$ cat config.mk
export PLATFORM = sky130hd
export DESIGN_NAME = gate_motion_controller_core
export DESIGN_NICKNAME = d
export VERILOG_FILES = /design/src/sv/gmc_pkg.sv /design/src/sv/gmc_buttons.sv /design/src/sv/gmc_fsm.sv /design/src/sv/gate_motion_controller_core.sv
export VERILOG_INCLUDE_DIRS = /design/src /design/src/sv
export SDC_FILE = /design/constraint.sdc
export NUM_CORES = 1
export LEC_CHECK = 0
export BUFFER_PORTS_ARGS = -buffer_cell sky130_fd_sc_hd__buf_2
export CORE_MARGIN = 4
export CORE_UTILIZATION = 55
export DETAILED_ROUTE_END_ITERATION = 10
export PLACE_DENSITY = 0.73
export SLEW_MARGIN = 15
export SYNTH_ARGS = -nofsm -noshare
export SYNTH_HDL_FRONTEND = slang
export SYNTH_SLANG_ARGS = --single-unit
$ cat constraint.sdc
create_clock -name clk -period 10.8 [get_ports clk]
set_input_delay 2.16 -clock clk [delete_from_list [all_inputs] [get_ports clk]]
set_output_delay 2.16 -clock clk [all_outputs]
set_load 0.05 [all_outputs]
$ cat src/sv/gate_motion_controller_core_macros.svh
// Assertion helpers for the gate motion controller.
`ifndef GATE_MOTION_CONTROLLER_CORE_MACROS_SVH
`define GATE_MOTION_CONTROLLER_CORE_MACROS_SVH

`ifndef SYNTHESIS
// same-cycle implication, sampled on clk, off during reset
`define GMC_ASSERT_IMP(lbl, ante, cons) \
	lbl: assert property (@(posedge clk) disable iff (!arst_n) (ante) |-> (cons)) \
		else $error("gmc assertion failed");
// next-cycle implication
`define GMC_ASSERT_NXT(lbl, ante, cons) \
	lbl: assert property (@(posedge clk) disable iff (!arst_n) (ante) |=> (cons)) \
		else $error("gmc assertion failed");
`else
`define GMC_ASSERT_IMP(lbl, ante, cons)
`define GMC_ASSERT_NXT(lbl, ante, cons)
`endif

`endif

$ cat src/sv/gmc_pkg.sv
`default_nettype none

package gmc_pkg;

	localparam int unsigned NBTN = 4;
	localparam int unsigned BTN_DO = 0;
	localparam int unsigned BTN_DC = 1;
	localparam int unsigned BTN_SO = 2;
	localparam int unsigned BTN_SC = 3;

	localparam int unsigned REG_W = 8;
	localparam int unsigned CNT_W = 8;
	localparam logic [CNT_W-1:0] CNT_MAX = 8'hFF;

	localparam int unsigned CFG_IDX_W = 2;
	localparam logic [CFG_IDX_W-1:0] CFG_HOLD    = 2'd0;
	localparam logic [CFG_IDX_W-1:0] CFG_SETTLE  = 2'd1;
	localparam logic [CFG_IDX_W-1:0] CFG_REVERSE = 2'd2;

	localparam logic [REG_W-1:0] HOLD_RST    = 8'd25;
	localparam logic [REG_W-1:0] SETTLE_RST  = 8'd3;
	localparam logic [REG_W-1:0] REVERSE_RST = 8'd25;

	localparam int unsigned GATE_W = 3;
	localparam logic [GATE_W-1:0] GC_IDLE_CLOSED = 3'd0;
	localparam logic [GATE_W-1:0] GC_IDLE_OPEN   = 3'd1;
	localparam logic [GATE_W-1:0] GC_OPENING     = 3'd2;
	localparam logic [GATE_W-1:0] GC_CLOSING     = 3'd3;
	localparam logic [GATE_W-1:0] GC_STOPPED     = 3'd4;
	localparam logic [GATE_W-1:0] GC_REVERSING   = 3'd5;

	typedef enum logic [2:0] {
		EV_NONE       = 3'd0,
		EV_OPEN_AUTO  = 3'd1,
		EV_CLOSE_AUTO = 3'd2,
		EV_OPEN_MAN   = 3'd3,
		EV_CLOSE_MAN  = 3'd4,
		EV_RELEASE    = 3'd5,
		EV_STOP       = 3'd6
	} event_t;

	typedef enum logic [5:0] {
		GS_IDLE_CLOSED = 6'b000001,
		GS_IDLE_OPEN   = 6'b000010,
		GS_OPENING     = 6'b000100,
		GS_CLOSING     = 6'b001000,
		GS_STOPPED     = 6'b010000,
		GS_REVERSING   = 6'b100000
	} gate_state_t;

	typedef enum logic [2:0] {
		PH_IDLE    = 3'b001,
		PH_SETTLE  = 3'b010,
		PH_REVERSE = 3'b100
	} phase_t;

	typedef struct packed {
		event_t ev;
		logic   sec;
	} evt_t;

	typedef struct packed {
		gate_state_t gate;
		logic        safety_busy;
		gate_state_t gate_nxt;
	} fsm_stat_t;

	typedef struct packed {
		logic motor_open;
		logic motor_close;
		logic led_red;
		logic led_green;
		logic led_blue;
	} drive_t;

	function automatic logic [GATE_W-1:0] gate_code(gate_state_t s);
		logic [GATE_W-1:0] c;
		unique case (s)
			GS_IDLE_CLOSED: c = GC_IDLE_CLOSED;
			GS_IDLE_OPEN:   c = GC_IDLE_OPEN;
			GS_OPENING:     c = GC_OPENING;
			GS_CLOSING:     c = GC_CLOSING;
			GS_STOPPED:     c = GC_STOPPED;
			GS_REVERSING:   c = GC_REVERSING;
			default:        c = GC_IDLE_CLOSED;
		endcase
		return c;
	endfunction

	function automatic drive_t gate_drive(gate_state_t s);
		drive_t d;
		d.motor_open  = (s == GS_OPENING) || (s == GS_REVERSING);
		d.motor_close = (s == GS_CLOSING);
		d.led_red     = (s == GS_CLOSING) || (s == GS_STOPPED) || (s == GS_REVERSING);
		d.led_green   = (s == GS_IDLE_OPEN) || (s == GS_OPENING) || (s == GS_STOPPED);
		d.led_blue    = (s == GS_IDLE_CLOSED) || (s == GS_IDLE_OPEN) || (s == GS_REVERSING);
		return d;
	endfunction

endpackage

`default_nettype wire

$ cat src/sv/gmc_buttons.sv
`default_nettype none

module gmc_buttons (
	input  wire logic                           clk,
	input  wire logic                           arst_n,
	input  wire logic                           en,
	input  wire logic [gmc_pkg::NBTN-1:0]       btn_now,
	input  wire logic [gmc_pkg::REG_W-1:0]      hold_ticks,
	output gmc_pkg::evt_t                       evt
);

	logic [gmc_pkg::NBTN-1:0]      last_q, manual_q;
	logic [gmc_pkg::CNT_W-1:0]     hold_q [gmc_pkg::NBTN];
	logic                          sec_was_q, drv_sup_q;

	logic [gmc_pkg::CNT_W-1:0]     hold_n [gmc_pkg::NBTN];
	logic [gmc_pkg::NBTN-1:0]      man_mid, man_n, released;
	logic                          sec_act, sec_just, sup_mid, sup_n;
	gmc_pkg::event_t               ev;
	logic                          sec;

	always_comb begin
		for (int i = 0; i < gmc_pkg::NBTN; i++) begin
			hold_n[i]  = hold_q[i];
			man_mid[i] = manual_q[i];
			if (btn_now[i] && !last_q[i]) begin
				hold_n[i]  = '0;
				man_mid[i] = 1'b0;
			end else if (btn_now[i] && hold_q[i] != gmc_pkg::CNT_MAX) begin
				hold_n[i] = hold_q[i] + 1'b1;
			end
			if (btn_now[i] && hold_n[i] >= hold_ticks)
				man_mid[i] = 1'b1;
			released[i] = !btn_now[i] && last_q[i];
		end
	end

	assign sec_act  = btn_now[gmc_pkg::BTN_SO] || btn_now[gmc_pkg::BTN_SC];
	assign sec_just = sec_act && !sec_was_q;
	assign sup_mid  = drv_sup_q || sec_act;
	assign sup_n    = (!sec_act && !btn_now[gmc_pkg::BTN_DO] && !btn_now[gmc_pkg::BTN_DC])
		? 1'b0 : sup_mid;

	// one event per tick; security first, releases before levels
	always_comb begin
		ev    = gmc_pkg::EV_NONE;
		sec   = 1'b0;
		man_n = man_mid;
		priority if (sec_just) begin
			ev  = gmc_pkg::EV_STOP;
			sec = 1'b1;
		end else if (released[gmc_pkg::BTN_SO]) begin
			ev  = man_mid[gmc_pkg::BTN_SO] ? gmc_pkg::EV_RELEASE : gmc_pkg::EV_OPEN_AUTO;
			sec = 1'b1;
			man_n[gmc_pkg::BTN_SO] = 1'b0;
		end else if (released[gmc_pkg::BTN_SC]) begin
			ev  = man_mid[gmc_pkg::BTN_SC] ? gmc_pkg::EV_RELEASE : gmc_pkg::EV_CLOSE_AUTO;
			sec = 1'b1;
			man_n[gmc_pkg::BTN_SC] = 1'b0;
		end else if (released[gmc_pkg::BTN_DO] && !sup_mid) begin
			ev = man_mid[gmc_pkg::BTN_DO] ? gmc_pkg::EV_RELEASE : gmc_pkg::EV_OPEN_AUTO;
			man_n[gmc_pkg::BTN_DO] = 1'b0;
		end else if (released[gmc_pkg::BTN_DC] && !sup_mid) begin
			ev = man_mid[gmc_pkg::BTN_DC] ? gmc_pkg::EV_RELEASE : gmc_pkg::EV_CLOSE_AUTO;
			man_n[gmc_pkg::BTN_DC] = 1'b0;
		end else if (sec_act) begin
			priority if (btn_now[gmc_pkg::BTN_SO] && btn_now[gmc_pkg::BTN_SC])
				ev = gmc_pkg::EV_STOP;
			else if (btn_now[gmc_pkg::BTN_SO] && man_mid[gmc_pkg::BTN_SO])
				ev = gmc_pkg::EV_OPEN_MAN;
			else if (btn_now[gmc_pkg::BTN_SC] && man_mid[gmc_pkg::BTN_SC])
				ev = gmc_pkg::EV_CLOSE_MAN;
			else
				ev = gmc_pkg::EV_NONE;
			sec = (ev != gmc_pkg::EV_NONE);
		end else if (!sup_mid) begin
			priority if (btn_now[gmc_pkg::BTN_DO] && btn_now[gmc_pkg::BTN_DC])
				ev = gmc_pkg::EV_STOP;
			else if (btn_now[gmc_pkg::BTN_DO] && man_mid[gmc_pkg::BTN_DO])
				ev = gmc_pkg::EV_OPEN_MAN;
			else if (btn_now[gmc_pkg::BTN_DC] && man_mid[gmc_pkg::BTN_DC])
				ev = gmc_pkg::EV_CLOSE_MAN;
			else
				ev = gmc_pkg::EV_NONE;
		end else begin
			ev = gmc_pkg::EV_NONE;
		end
	end

	assign evt.ev  = ev;
	assign evt.sec = sec;

	always_ff @(posedge clk or negedge arst_n) begin
		if (!arst_n) begin
			last_q    <= '0;
			manual_q  <= '0;
			sec_was_q <= 1'b0;
			drv_sup_q <= 1'b0;
			for (int i = 0; i < gmc_pkg::NBTN; i++)
				hold_q[i] <= '0;
		end else if (en) begin
			last_q    <= btn_now;
			manual_q  <= man_n;
			sec_was_q <= sec_act;
			drv_sup_q <= sup_n;
			for (int i = 0; i < gmc_pkg::NBTN; i++)
				hold_q[i] <= hold_n[i];
		end
	end

endmodule

`default_nettype wire

$ cat src/sv/gmc_fsm.sv
`default_nettype none

module gmc_fsm #(
	parameter int unsigned TIMER_BITS = 8
) (
	input  wire logic                       clk,
	input  wire logic                       arst_n,
	input  wire logic                       en,
	input  wire gmc_pkg::evt_t              evt,
	input  wire logic                       limit_open_hit,
	input  wire logic                       limit_close_hit,
	input  wire logic                       obstacle_hit,
	input  wire logic [gmc_pkg::REG_W-1:0]  settle_ticks,
	input  wire logic [gmc_pkg::REG_W-1:0]  reverse_ticks,
	output gmc_pkg::fsm_stat_t              stat
);

	gmc_pkg::gate_state_t        gate_q, gate_n;
	gmc_pkg::phase_t             phase_q, phase_n;
	logic [TIMER_BITS-1:0]       tmr_q, tmr_n, tmr_dec;
	logic                        manual_q, manual_n;
	logic                        await_q, await_n;
	logic                        owns_q, owns_n;

	logic [TIMER_BITS+gmc_pkg::REG_W-1:0] settle_ext, reverse_ext;
	logic [TIMER_BITS-1:0]                settle_ld, reverse_ld;

	assign settle_ext  = {{TIMER_BITS{1'b0}}, settle_ticks};
	assign reverse_ext = {{TIMER_BITS{1'b0}}, reverse_ticks};
	assign settle_ld   = settle_ext[TIMER_BITS-1:0];
	assign reverse_ld  = reverse_ext[TIMER_BITS-1:0];
	assign tmr_dec     = (tmr_q != '0) ? tmr_q - 1'b1 : tmr_q;

	always_comb begin
		logic busy, started, go;
		gmc_pkg::gate_state_t cur;

		gate_n   = gate_q;
		phase_n  = phase_q;
		tmr_n    = tmr_q;
		manual_n = manual_q;
		await_n  = await_q;
		owns_n   = owns_q;
		busy     = (phase_q != gmc_pkg::PH_IDLE);
		started  = 1'b0;
		go       = 1'b0;

		// safety sequence
		unique case (phase_q)
			gmc_pkg::PH_SETTLE: begin
				tmr_n = tmr_dec;
				if (tmr_dec == '0) begin
					gate_n  = gmc_pkg::GS_REVERSING;
					phase_n = gmc_pkg::PH_REVERSE;
					tmr_n   = reverse_ld;
				end
			end
			gmc_pkg::PH_REVERSE: begin
				tmr_n = tmr_dec;
				if (tmr_dec == '0) begin
					gate_n  = gmc_pkg::GS_STOPPED;
					phase_n = gmc_pkg::PH_IDLE;
				end
			end
			default: phase_n = gmc_pkg::PH_IDLE;
		endcase

		if (limit_open_hit) begin
			if (gate_n == gmc_pkg::GS_OPENING)
				gate_n = gmc_pkg::GS_IDLE_OPEN;
			manual_n = 1'b0;
			owns_n   = 1'b0;
		end
		if (limit_close_hit) begin
			if (gate_n == gmc_pkg::GS_CLOSING)
				gate_n = gmc_pkg::GS_IDLE_CLOSED;
			manual_n = 1'b0;
			owns_n   = 1'b0;
		end

		if (obstacle_hit && gate_n == gmc_pkg::GS_CLOSING) begin
			gate_n   = gmc_pkg::GS_STOPPED;
			phase_n  = gmc_pkg::PH_SETTLE;
			tmr_n    = settle_ld;
			await_n  = 1'b1;
			manual_n = 1'b0;
			owns_n   = 1'b0;
			started  = 1'b1;
		end

		// button event; dropped while the safety sequence runs
		cur = gate_n;
		if (!busy && !started && evt.ev != gmc_pkg::EV_NONE && !(owns_n && !evt.sec)) begin
			go = 1'b1;
			if (await_n) begin
				if (evt.ev == gmc_pkg::EV_OPEN_AUTO || evt.ev == gmc_pkg::EV_CLOSE_AUTO) begin
					await_n  = 1'b0;
					manual_n = 1'b0;
				end else begin
					if (evt.ev == gmc_pkg::EV_RELEASE || evt.ev == gmc_pkg::EV_STOP)
						await_n = 1'b0;
					go = 1'b0;
				end
			end
		end

		if (go) begin
			unique case (evt.ev)
				gmc_pkg::EV_OPEN_AUTO: begin
					if (cur == gmc_pkg::GS_IDLE_CLOSED || cur == gmc_pkg::GS_STOPPED ||
					    cur == gmc_pkg::GS_CLOSING) begin
						gate_n   = gmc_pkg::GS_OPENING;
						manual_n = 1'b0;
						owns_n   = evt.sec;
					end
				end
				gmc_pkg::EV_CLOSE_AUTO: begin
					if (cur == gmc_pkg::GS_IDLE_OPEN || cur == gmc_pkg::GS_STOPPED ||
					    cur == gmc_pkg::GS_OPENING) begin
						gate_n   = gmc_pkg::GS_CLOSING;
						manual_n = 1'b0;
						owns_n   = evt.sec;
					end
				end
				gmc_pkg::EV_OPEN_MAN: begin
					if (cur != gmc_pkg::GS_IDLE_OPEN && cur != gmc_pkg::GS_REVERSING) begin
						gate_n   = gmc_pkg::GS_OPENING;
						manual_n = 1'b1;
						owns_n   = evt.sec;
					end
				end
				gmc_pkg::EV_CLOSE_MAN: begin
					if (cur != gmc_pkg::GS_IDLE_CLOSED && cur != gmc_pkg::GS_REVERSING) begin
						gate_n   = gmc_pkg::GS_CLOSING;
						manual_n = 1'b1;
						owns_n   = evt.sec;
					end
				end
				gmc_pkg::EV_RELEASE: begin
					if (manual_n && (cur == gmc_pkg::GS_OPENING || cur == gmc_pkg::GS_CLOSING)) begin
						gate_n   = gmc_pkg::GS_STOPPED;
						manual_n = 1'b0;
						owns_n   = 1'b0;
					end
				end
				gmc_pkg::EV_STOP: begin
					if (cur == gmc_pkg::GS_OPENING || cur == gmc_pkg::GS_CLOSING)
						gate_n = gmc_pkg::GS_STOPPED;
					manual_n = 1'b0;
					owns_n   = 1'b0;
				end
				default: ;
			endcase
		end
	end

	always_ff @(posedge clk or negedge arst_n) begin
		if (!arst_n) begin
			gate_q   <= gmc_pkg::GS_IDLE_CLOSED;
			phase_q  <= gmc_pkg::PH_IDLE;
			tmr_q    <= '0;
			manual_q <= 1'b0;
			await_q  <= 1'b0;
			owns_q   <= 1'b0;
		end else if (en) begin
			gate_q   <= gate_n;
			phase_q  <= phase_n;
			tmr_q    <= tmr_n;
			manual_q <= manual_n;
			await_q  <= await_n;
			owns_q   <= owns_n;
		end
	end

	assign stat.gate        = gate_q;
	assign stat.safety_busy = (phase_q != gmc_pkg::PH_IDLE);
	assign stat.gate_nxt    = gate_n;

endmodule

`default_nettype wire

$ cat src/sv/gate_motion_controller_core.sv
// Channel   Direction  Handshake             Payload
// in        input      in_valid / in_stall   four button levels, limit and obstacle pulses
// out       output     out_valid / out_stall gate state, motor, LEDs, issued event
// cfg       input      cfg_valid / cfg_ready cfg_index, cfg_data
//
// One tick per cycle unless out_stall holds it: input register, one pass of logic, result register.
// An accepted tick is held in the input register, then its result in the result register.
// out_stall holds the result register and, through it, the input register.
// Reset is asynchronous, active low; the block takes a tick right after reset.
// cfg is always ready; each write to index 0 to 2 goes straight into its register, and index 3 is ignored.
`default_nettype none
`include "gate_motion_controller_core_macros.svh"

module gate_motion_controller_core #(
	parameter int unsigned TIMER_BITS = 8
) (
	input  wire logic                              clk,
	input  wire logic                              arst_n,

	input  wire logic                              in_valid,
	output      logic                              in_stall,
	input  wire logic                              drv_open_btn,
	input  wire logic                              drv_close_btn,
	input  wire logic                              sec_open_btn,
	input  wire logic                              sec_close_btn,
	input  wire logic                              limit_open_hit,
	input  wire logic                              limit_close_hit,
	input  wire logic                              obstacle_hit,

	output      logic                              out_valid,
	input  wire logic                              out_stall,
	output      logic [gmc_pkg::GATE_W-1:0]        gate_state,
	output      logic                              motor_open,
	output      logic                              motor_close,
	output      logic                              led_red,
	output      logic                              led_green,
	output      logic                              led_blue,
	output      logic [2:0]                        issued_event,
	output      logic                              event_from_security,

	input  wire logic                              cfg_valid,
	output      logic                              cfg_ready,
	input  wire logic [gmc_pkg::CFG_IDX_W-1:0]     cfg_index,
	input  wire logic [gmc_pkg::REG_W-1:0]         cfg_data
);

	logic [gmc_pkg::REG_W-1:0]  hold_ticks_q, settle_ticks_q, reverse_ticks_q;

	logic                       valid_s1;
	logic [gmc_pkg::NBTN-1:0]   btn_s1;
	logic                       lim_open_s1, lim_close_s1, obst_s1;
	logic                       advance, in_take;

	gmc_pkg::evt_t              evt;
	gmc_pkg::fsm_stat_t         stat;
	gmc_pkg::drive_t            drv;

	logic                       out_valid_q;
	logic [gmc_pkg::GATE_W-1:0] gate_q;
	gmc_pkg::drive_t            drv_q;
	gmc_pkg::event_t            ev_q;
	logic                       sec_q;

	assign cfg_ready = 1'b1;

	always_ff @(posedge clk or negedge arst_n) begin
		if (!arst_n) begin
			hold_ticks_q    <= gmc_pkg::HOLD_RST;
			settle_ticks_q  <= gmc_pkg::SETTLE_RST;
			reverse_ticks_q <= gmc_pkg::REVERSE_RST;
		end else if (cfg_valid && cfg_ready) begin
			unique case (cfg_index)
				gmc_pkg::CFG_HOLD:    hold_ticks_q    <= cfg_data;
				gmc_pkg::CFG_SETTLE:  settle_ticks_q  <= cfg_data;
				gmc_pkg::CFG_REVERSE: reverse_ticks_q <= cfg_data;
				default: ;
			endcase
		end
	end

	assign advance  = valid_s1 && (!out_valid_q || !out_stall);
	assign in_stall = valid_s1 && !advance;
	assign in_take  = in_valid && !in_stall;

	always_ff @(posedge clk or negedge arst_n) begin
		if (!arst_n)
			valid_s1 <= 1'b0;
		else if (in_take)
			valid_s1 <= 1'b1;
		else if (advance)
			valid_s1 <= 1'b0;
	end

	always_ff @(posedge clk) begin
		if (in_take) begin
			btn_s1[gmc_pkg::BTN_DO] <= drv_open_btn;
			btn_s1[gmc_pkg::BTN_DC] <= drv_close_btn;
			btn_s1[gmc_pkg::BTN_SO] <= sec_open_btn;
			btn_s1[gmc_pkg::BTN_SC] <= sec_close_btn;
			lim_open_s1             <= limit_open_hit;
			lim_close_s1            <= limit_close_hit;
			obst_s1                 <= obstacle_hit;
		end
	end

	gmc_buttons u_buttons (
		.clk        (clk),
		.arst_n     (arst_n),
		.en         (advance),
		.btn_now    (btn_s1),
		.hold_ticks (hold_ticks_q),
		.evt        (evt)
	);

	gmc_fsm #(
		.TIMER_BITS (TIMER_BITS)
	) u_fsm (
		.clk             (clk),
		.arst_n          (arst_n),
		.en              (advance),
		.evt             (evt),
		.limit_open_hit  (lim_open_s1),
		.limit_close_hit (lim_close_s1),
		.obstacle_hit    (obst_s1),
		.settle_ticks    (settle_ticks_q),
		.reverse_ticks   (reverse_ticks_q),
		.stat            (stat)
	);

	assign drv = gmc_pkg::gate_drive(stat.gate_nxt);

	always_ff @(posedge clk or negedge arst_n) begin
		if (!arst_n)
			out_valid_q <= 1'b0;
		else if (advance)
			out_valid_q <= 1'b1;
		else if (!out_stall)
			out_valid_q <= 1'b0;
	end

	always_ff @(posedge clk) begin
		if (advance) begin
			gate_q <= gmc_pkg::gate_code(stat.gate_nxt);
			drv_q  <= drv;
			ev_q   <= evt.ev;
			sec_q  <= evt.sec;
		end
	end

	assign out_valid           = out_valid_q;
	assign gate_state          = gate_q;
	assign motor_open          = drv_q.motor_open;
	assign motor_close         = drv_q.motor_close;
	assign led_red             = drv_q.led_red;
	assign led_green           = drv_q.led_green;
	assign led_blue            = drv_q.led_blue;
	assign issued_event        = ev_q;
	assign event_from_security = sec_q;

	`GMC_ASSERT_IMP(a_safety_state, stat.safety_busy, (stat.gate == gmc_pkg::GS_STOPPED) || (stat.gate == gmc_pkg::GS_REVERSING))
	`GMC_ASSERT_IMP(a_no_event_no_sec, out_valid_q && (ev_q == gmc_pkg::EV_NONE), !sec_q)
	`GMC_ASSERT_NXT(a_s1_held, valid_s1 && !advance, valid_s1)
	`GMC_ASSERT_NXT(a_result_lands, advance, out_valid_q)

endmodule

`default_nettype wire

==> impl_metrics.csv <==
group,metric,value,unit
routing,wl_per_cell,17.3,um
routing,drtPass1Iterations,7,
power_and_ir_drop,p_total,1.76,mW
global_routing,met2_usage,0.410,
layout,finalInstanceArea,7690,um^2
cts,cts_tree,"built",
layout,drive_gt1_frac,0.130,
global_routing,grtUsageMet3,0.0368,
yosys,synthTopCellsByCount,"nand2_1 (120), nor2_1 (82), dfrtp_1 (78), o21ai_0 (46), a21oi_1 (41)",
floorplan,die_h,121,um
cts,clk_latency,0.37,ns
worst_hold_path,hold_path.class,"reg -> reg",
floorplan,die_area,14700,um^2
yosys,ys_ff_latch,107,
layout,n_antenna_cell,0,
cts,path_clk_slew,0.09,ns
routing,ant_nets,0,
global_routing,grt_max_degree,64,
cts,clockRootBuffer,"clkbuf_16",
global_routing,grt_util_met1,0.335,
floorplan,num_rows,41,
layout,multi_input_area,4030,um^2
cts,post_cts_resized,0,
global_routing,grt_pass1_wl,29.1,mm
sta,post-route-period-util,0.549,
power_and_ir_drop,powerDensity,229,nW/um^2
yosys,synth_top_area_frac,0.276,
cts,clockBufferDepth,2,
global_routing,grt.total_usage,0.246,
cts,clock_sinks,107,
global_routing,grt_pass1_vias,5899,
power_and_ir_drop,p_leak,3.33,nW
placement,place_congestion,0.919,
global_routing,gr-total-overflow,0,
layout,fillers,1122,
worst_setup_path,critPathKind,"reg -> reg",
sta,fin_setup_tns,0,ns
routing,drtIter0Drc,551,
routing,drc,0,
worst_setup_path,cp_data_arrival_time,5.99,ns
routing,wirelength,17.4,mm
yosys,syn_inst,809,
yosys,yosys-top-cells-area,"dfrtp_1 (28%), edfxtp_1 (8.1%), ha_1 (6.5%)",
placement,port_buffers,35,
worst_setup_path,cp_max_fo,14,
floorplan,die_w,121,um
outcome,status,"complete, no violations",
sta,fin_crit,5.93,ns
layout,syn2layout_area_growth,8.83,%
run,cap_viol_max_count,0,
floorplan,start_util,0.560,
yosys,ys_async_sr_fraction,0.822,
worst_setup_path,startpoint_type,"flip-flop",
sta,max_freq,169,MHz
yosys,synth-edff-count,19,
global_routing,busiest_layer,"met2",
sta,setup_viol,0,
cts,h-tree-depth,3,
sta,tightest_slew,1.08,ns
placement,post_dp_cell_area,7380,um^2
routing,via_per_inst,6.08,
sta,relSlewSlack,0.273,
cts,cts_setup_buffers,0,
yosys,ys_seq_area_frac,0.394,
sta,hold_viol_final,0,
floorplan,coreArea,12600,um^2
yosys,yosysWarnings,0,
sta,drv_slew,0,
sta,fin_worst_skew,0.0107,ns
yosys,synth_cell_type_count,74,
layout,nNetsFinal,887,
power_and_ir_drop,vdd_drop_max,0.128,mV
yosys,synth_ff_type,"dfrtp_1",
floorplan,ios,37,
yosys,synth.avg_cell_area,8.74,um^2
global_routing,antenna_found_initial,0,
cts,hold_buffers,0,
yosys,synth_area_leader_cell,"dfrtp_1",
sta,rsz0062_at_grt,"false",
yosys,syn-num-nets,868,
cts,cts_buffers,9,
yosys,syn_area,7070,um^2
routing,via_count,6108,
placement,dp_hpwl,12.8,mm
worst_setup_path,required,10.86,ns
yosys,synth_most_common_cell,"nand2_1",
layout,seqCellArea,2790,um^2
worst_setup_path,cp-end-kind,"flip-flop",
per-stage QoR:
| step | setup WS (ns) | hold slack, ns | util | cells |
|---|---|---|---|---|
| after CTS | 4.95 | 0.506 | 0.610 | 1005 |
| after global routing | 4.31 | 0.526 | 0.610 | 1005 |
| after detailed placement | 4.98 | 0.482 | 0.585 | 989 |
| after global placement | 5.25 | 0.465 | 0.585 | 989 |
| after floorplan | 5.77 | 0.448 | - | 809 |
| final | 4.87 | 0.505 | 0.610 | 1005 |
where the power goes:
| part | leakage [nW] | total (mW) | internal (mW) | switching, mW |
|---|---|---|---|---|
| registers | 1.31 | 0.601 | 0.510 | 0.0906 |
| clock network | 0.151 | 0.344 | 0.168 | 0.176 |
| logic | 1.88 | 0.815 | 0.299 | 0.517 |
cells by family after synthesis:
family / count (synthesis) / synth area share
flops: 107 / 0.394
mux: 23 / 0.0357
xor+xnor: 32 / 0.0396
buf+inv: 66 / 0.0366
simple gates: 326 / 0.219
other cells: 1 / 0.000530
compound gates: 217 / 0.209
fa+ha+maj: 37 / 0.0655
cell usage in the layout (no fill, tap or decap), types with 11 or more instances in the layout:
| cell type | synthesis | layout |
|---|---|---|
| nand4_1 | 15 | 15 |
| nand3_1 | 24 | 24 |
| inv_1 | 29 | 29 |
| buf_2 | 3 | 34 |
| edfxtp_1 | 19 | 19 |
| dfrtp_1 | 78 | 78 |
| nand2b_1 | 13 | 13 |
| o21ai_0 | 46 | 46 |
| a21oi_1 | 41 | 41 |
| and3_1 | 11 | 11 |
| ha_1 | 37 | 37 |
| o21ai_1 | 12 | 12 |
| nor2_1 | 82 | 82 |
| nor3_1 | 11 | 11 |
| a31oi_1 | 14 | 14 |
| xor2_1 | 22 | 22 |
| mux2_2 | 18 | 18 |
| nand2_1 | 120 | 119 |
| o31ai_1 | 31 | 31 |
sequential cells by signal, indices dropped and copies added, names as in the netlist, 3 cells and up:
register / count
u_fsm.gate_q: 6
u_fsm.tmr_q: 8
btn_s1: 4
hold_ticks_q: 8
settle_ticks_q: 8
u_buttons.last_q: 4
u_buttons.manual_q: 4
issued_event: 3
u_buttons.hold_q: 32
reverse_ticks_q: 8
u_fsm.phase_q: 3
gate_state: 3
final cells by class:
type	instances	area share
flip-flops and latches	107	0.362
repair buffers	43	0.0309
clock inverters	7	0.0112
well taps	172	0.0280
clock buffers	9	0.0293
multi-input cells	636	0.524
inverters	31	0.0151
critical path: stages, from the launching register on:
cell and delay (ns):
dfrtp_1 0.42, ha_1 0.24, and3_1 0.18, a31oi_1 0.44, and4_1 0.34, nand3_1 0.11, xor2_1 0.22, nor2_1 0.07
ha_1 0.32, a21oi_1 0.14, o221ai_1 0.13, a2111oi_0 0.49, o221ai_1 0.23, a41oi_1 0.51, inv_2 0.18, nor4b_1 0.34
a211oi_1 0.09, buf_4 0.20, a21boi_1 0.14, o22ai_1 0.49, nand2b_1 0.22, o221ai_1 0.11
final timing paths:
kind	from	end	slack [ns]	cells after the start
hold / removal	u_fsm.manual_q	u_fsm.manual_q	0.51	2
hold reg to reg	u_fsm.manual_q	u_fsm.manual_q	0.51	2
setup / recovery	u_buttons.hold_q[0]	gate_state[0]	4.87	21
setup reg to reg	u_buttons.hold_q[0]	gate_state[0]	4.87	21
min in group asynchronous	arst_n	u_fsm.gate_q[2]	1.71	1
max in group asynchronous	arst_n	u_buttons.last_q[1]	7.98	2
per-layer routing:
| layer | up-vias | share of wire |
|---|---|---|
| li1 | 2999 | - |
| met1 | 2937 | 0.45 |
| met2 | 154 | 0.48 |
| met3 | 18 | 0.051 |
| met4 | 0 | 0.013 |
| met5 | - | 0 |
(Power assumes the default switching activity.)
